**src/rtl/fxalu_pkg.sv**
```systemverilog
// Package: opcodes, status codes and default widths of the fixed-point ALU.
`default_nettype none
package fxalu_pkg;
	localparam int FracBits  = 8;
	localparam int WordWidth = 32;

	typedef enum logic [3:0] {
		OP_ADD = 4'd0, OP_SUB = 4'd1, OP_MUL = 4'd2, OP_DIV = 4'd3,
		OP_LT = 4'd4, OP_GT = 4'd5, OP_LE = 4'd6, OP_GE = 4'd7,
		OP_EQ = 4'd8, OP_NE = 4'd9, OP_MIN = 4'd10, OP_MAX = 4'd11,
		OP_INC = 4'd12, OP_DEC = 4'd13, OP_FROM_INT = 4'd14, OP_TO_INT = 4'd15
	} op_t;

	typedef enum logic [1:0] {
		ST_OK = 2'd0, ST_SAT = 2'd1, ST_DIV0 = 2'd2
	} status_t;
endpackage
`default_nettype wire

```
**src/rtl/fxalu_mul.sv**
```systemverilog
// Pipelined signed fixed-point multiplier: product, shift, saturate.
`default_nettype none
module fxalu_mul import fxalu_pkg::*; #(
	parameter int FRAC_BITS  = FracBits,
	parameter int WORD_WIDTH = WordWidth
) (
	input  wire                         clk,
	input  wire logic [WORD_WIDTH-1:0]  a,
	input  wire logic [WORD_WIDTH-1:0]  b,
	output logic [WORD_WIDTH-1:0]       prod,
	output logic                        sat
);
	localparam int PW = 2 * WORD_WIDTH;
	logic signed [WORD_WIDTH-1:0] a_s1, b_s1;
	logic signed [PW-1:0]         p_s2;
	logic signed [PW-1:0]         sh;
	logic                         hi_ok;

	// operand register then product register
	always_ff @(posedge clk) begin
		a_s1 <= a;
		b_s1 <= b;
		p_s2 <= PW'(a_s1) * PW'(b_s1);
	end

	// shift toward zero: add bias for negative products before the arithmetic shift
	always_comb begin
		sh = $signed(p_s2 + (p_s2[PW-1] ? PW'((64'd1 << FRAC_BITS) - 64'd1) : PW'(0)))
			>>> FRAC_BITS;
		hi_ok = (sh[PW-1:WORD_WIDTH-1] == {(PW-WORD_WIDTH+1){1'b0}})
			|| (sh[PW-1:WORD_WIDTH-1] == {(PW-WORD_WIDTH+1){1'b1}});
		sat  = !hi_ok;
		prod = hi_ok ? sh[WORD_WIDTH-1:0]
			: (sh[PW-1] ? {1'b1, {(WORD_WIDTH-1){1'b0}}} : {1'b0, {(WORD_WIDTH-1){1'b1}}});
	end
endmodule
`default_nettype wire

```
**config.mk**
```make
export PLATFORM = sky130hd
export DESIGN_NAME = fxalu_mul
export DESIGN_NICKNAME = d
export VERILOG_FILES = /design/src/rtl/fxalu_pkg.sv /design/src/rtl/fxalu_mul.sv
export SDC_FILE = /design/constraint.sdc
export NUM_CORES = 2
export LEC_CHECK = 0
export ABC_AREA = 1
export BUFFER_PORTS_ARGS = -buffer_cell sky130_fd_sc_hd__buf_2
export CAP_MARGIN = 20
export CORE_MARGIN = 10
export CORE_UTILIZATION = 65
export CTS_BUF_LIST = sky130_fd_sc_hd__clkbuf_8
export CTS_CLUSTER_DIAMETER = 30
export DETAILED_ROUTE_END_ITERATION = 10
export PLACE_DENSITY = 0.78
export SYNTH_ARGS = -nofsm -noshare
export SYNTH_HDL_FRONTEND = slang
export SYNTH_SLANG_ARGS = --single-unit
```
**constraint.sdc**
```tcl
create_clock -name clk -period 14.21 [get_ports clk]
set_clock_uncertainty 0.05 [all_clocks]
set_input_delay 1.421 -clock clk [delete_from_list [all_inputs] [get_ports clk]]
set_output_delay 1.421 -clock clk [all_outputs]
set_load 0.05 [all_outputs]
```
==> out/qor.yml <==
status:
  outcome: "completed"
layout:
  seqCellArea_um2: 2571
  fill_cells: 5463
  syn_to_final_growth_pct: 3.980
  drive_gt1_frac: 0.04001
  instances_no_fill: 6263
  multi_input_area_um2: 33120
  nets: 6724
  finish.instance_area_um2: 44490
logic_synthesis:
  synth_top_family_by_area: "adder cells"
  synth_edf_count: 0
  seq_area_frac_synth: 0.05989
  synthAdderAreaFrac: 0.5621
  yosysTopAreaCell: "fa_1"
  synth_compound_area_frac: 0.02565
  synth_seq_cells: 128
  syn_nets: 6747
  muxShareOfSynthArea: 0
  ys.warnings.count: 0
  yosys.area_share.simple: 0.1685
  synth_area_um2: 42780
  synth_xor_area_frac: 0.01781
  async_reset_ff_frac: 0
  ys.flop_type: "dfxtp_1"
  synth_top_area_share: 0.5063
  synth_cells: 5409
  synthDistinctLibCells: 36
  syn_avg_cell_area_um2: 7.910
  synthTopCellsByArea: "fa_1, inv_1, nand2_1"
clock_tree:
  htree_levels: 4
  cts_resized: 0
  clock_path_buffers: 2
  clock_latency_ns: 0.62
  clk_pin_slew_ns: 0.10
  clock_sinks: 128
  cts_made_buffers: 17
  postCtsSetupRepairBufs: 0
  hold_buffers: 0
  tritoncts: "yes"
  clock-root-buffer: "clkbuf_8"
timing:
  rsz0062_at_grt: "false"
  tightest_slew_ns: 0.9348
  post-route-min-period_ns: 8.190
  slew_viol_final: 0
  hold_ws_ns: 0.6948
  fin_crit_sh: 0.5764
  max-slew-margin-rel: 0.3768
  final-setup-viol-count: 0
  final_hold_viol_count: 0
  max_clock_freq_ghz: 0.1221
  finalSetupTns_ns: 0
floorplan:
  rows: 94
  start_util: 0.6531
  die_w_um: 276.6
  die_y_um: 276.6
  coreArea_um2: 65510
  ioPinCount: 98
  die_area_um2: 76490
place:
  placedCellCount: 6230
  dp_hpwl_um: 93150
  gp_congestion: 0.9686
  dpl_cell_area_um2: 44020
  port_buffers: 97
drt:
  final_antenna_net_count: 0
  drc: 0
  via_count: 33318
  wl_per_cell_um: 17.76
  first_pass_iters: 6
  dr.first_iter.drc_count: 2482
  viasPerCell: 5.320
  wirelength_um: 111200
flow_run:
  cap_violations: 0
grt:
  antenna_found_initial: 1
  grt_usage: 0.3066
  grt_first_pass_wirelength_um: 187700
  grt_max_degree: 33
  grt_pass1_vias: 36406
  grt-ovfl-total: 0
setup_path:
  crit_path_end_kind: "flop"
  crit_path_start_kind: "flop"
  path_common_cell: "fa_1"
  worstPathArrival_ns: 8.62
  crit_path_top_delay_cell: "fa_1"
  worst-setup-path-type: "reg -> reg"
  crit_fanout: 32
  worst_path_largest_cell_delay_ns: 1.01
  critPathRequiredTime_ns: 14.64
  path_cells: "buf_4 -> nand2_1 -> inv_1 -> fa_1 -> fa_1 -> fa_1 -> fa_1 -> inv_1 -> fa_1 -> inv_1 -> fa_1 -> inv_1 -> fa_1 -> inv_1 -> fa_1 -> ha_1 -> nand2_1 -> nor2_1 -> nand2_1 -> nor3_1 -> nand3_1 -> or2_2 -> nand3_1 -> xnor2_1"
worst_hold_path:
  min_path_type: "reg -> reg"
placed cells by master, fill, tap and decap left out, types with 9 or more instances in the layout:
cell	instances
inv_1	1682
nand2_1	1460
fa_1	1082
nor2_1	245
ha_1	191
dfxtp_1	121
buf_2	97
nand3_1	78
a21oi_1	73
xor2_1	61
buf_4	58
o21ai_0	46
xnor2_1	26
nand4_1	26
clkbuf_8	17
nor3_1	14
a21o_1	13
a31oi_1	13
o21bai_1	13
or2_2	9
synthesized netlist by cell type, types with 3 or more instances:
cell type	instances
nand4_1	26
a21oi_1	73
nor2_2	5
and3_1	4
o21bai_1	13
fa_1	1082
o211ai_1	5
o21a_1	7
a31oi_1	13
o21ai_0	46
a21boi_0	6
nand2_2	3
xor2_1	61
nor3_1	14
clkbuf_1	192
a21o_1	13
dfxtp_1	128
or2_2	9
inv_2	3
nor4_1	5
xnor2_1	26
inv_1	1682
a221oi_1	6
nor2_1	245
buf_6	3
buf_4	3
ha_1	191
nand2_1	1460
nand3_1	78
through the flow:
step,setup slack [ns],util
4_1_cts,5.467,0.6786
6_report,6.020,0.6791
5_1_grt,5.536,0.6791
2_1_floorplan,6.946,-
3_3_place_gp,5.667,0.6719
3_5_place_dp,5.534,0.6719
sequential cells by signal, summed over array words and instances, names as in the netlist:
name  flops
p_s2     64
a_s1     32
b_s1     32
critical path: cells and delay by family, from the launching register on:
family | cells | cell delay, ns
XOR/XNOR | 1 | 0.07
flip-flops | 1 | 0.31
buffers and inverters | 6 | 1.08
adder cells (fa/ha/maj) | 9 | 5.15
AND/OR/NAND/NOR | 8 | 1.35
kinds of logic (layout without fill, tap and decap cells):
logic type | after synthesis | after routing
flops | 128 | 128
compound gates | 186 | 186
simple gates | 1852 | 1852
other cells | 0 | 1
xor+xnor | 87 | 87
buf+inv | 1883 | 1872
fa+ha+maj | 1273 | 1273
area by class of cell:
cell class / instances / share of cell area
antenna: 1 / 0.00005625
clock buffer: 17 / 0.005259
clock inverter: 14 / 0.004612
inverter: 1685 / 0.1422
multi-input combinational: 3398 / 0.7445
sequential: 128 / 0.05780
tap: 864 / 0.02430
timing repair buffer: 156 / 0.02132
worst paths after layout:
| path | startpoint | endpoint | slack [ns] | depth (start not counted) |
|---|---|---|---|---|
| setup reg to reg | b_s1[2]$_DFF_P_ | p_s2[63]$_DFF_P_ | 6.02 | 24 |
| setup / recovery | b_s1[2]$_DFF_P_ | p_s2[63]$_DFF_P_ | 6.02 | 24 |
| hold / removal | a_s1[0]$_DFF_P_ | p_s2[0]$_DFF_P_ | 0.69 | 3 |
| hold reg to reg | a_s1[0]$_DFF_P_ | p_s2[0]$_DFF_P_ | 0.69 | 3 |
metal layers:
metal	GRT usage	share of wire	vias to the layer above
met5	0	0	-
met4	0.1306	0.044	0
met3	0.04906	0.075	335
met2	0.5248	0.49	1395
met1	0.3817	0.39	16657
li1	-	-	14931
Power is left out: the tool's default activity adds up to more than one toggle a clock period on the data nets, which glitch-free logic cannot reach.
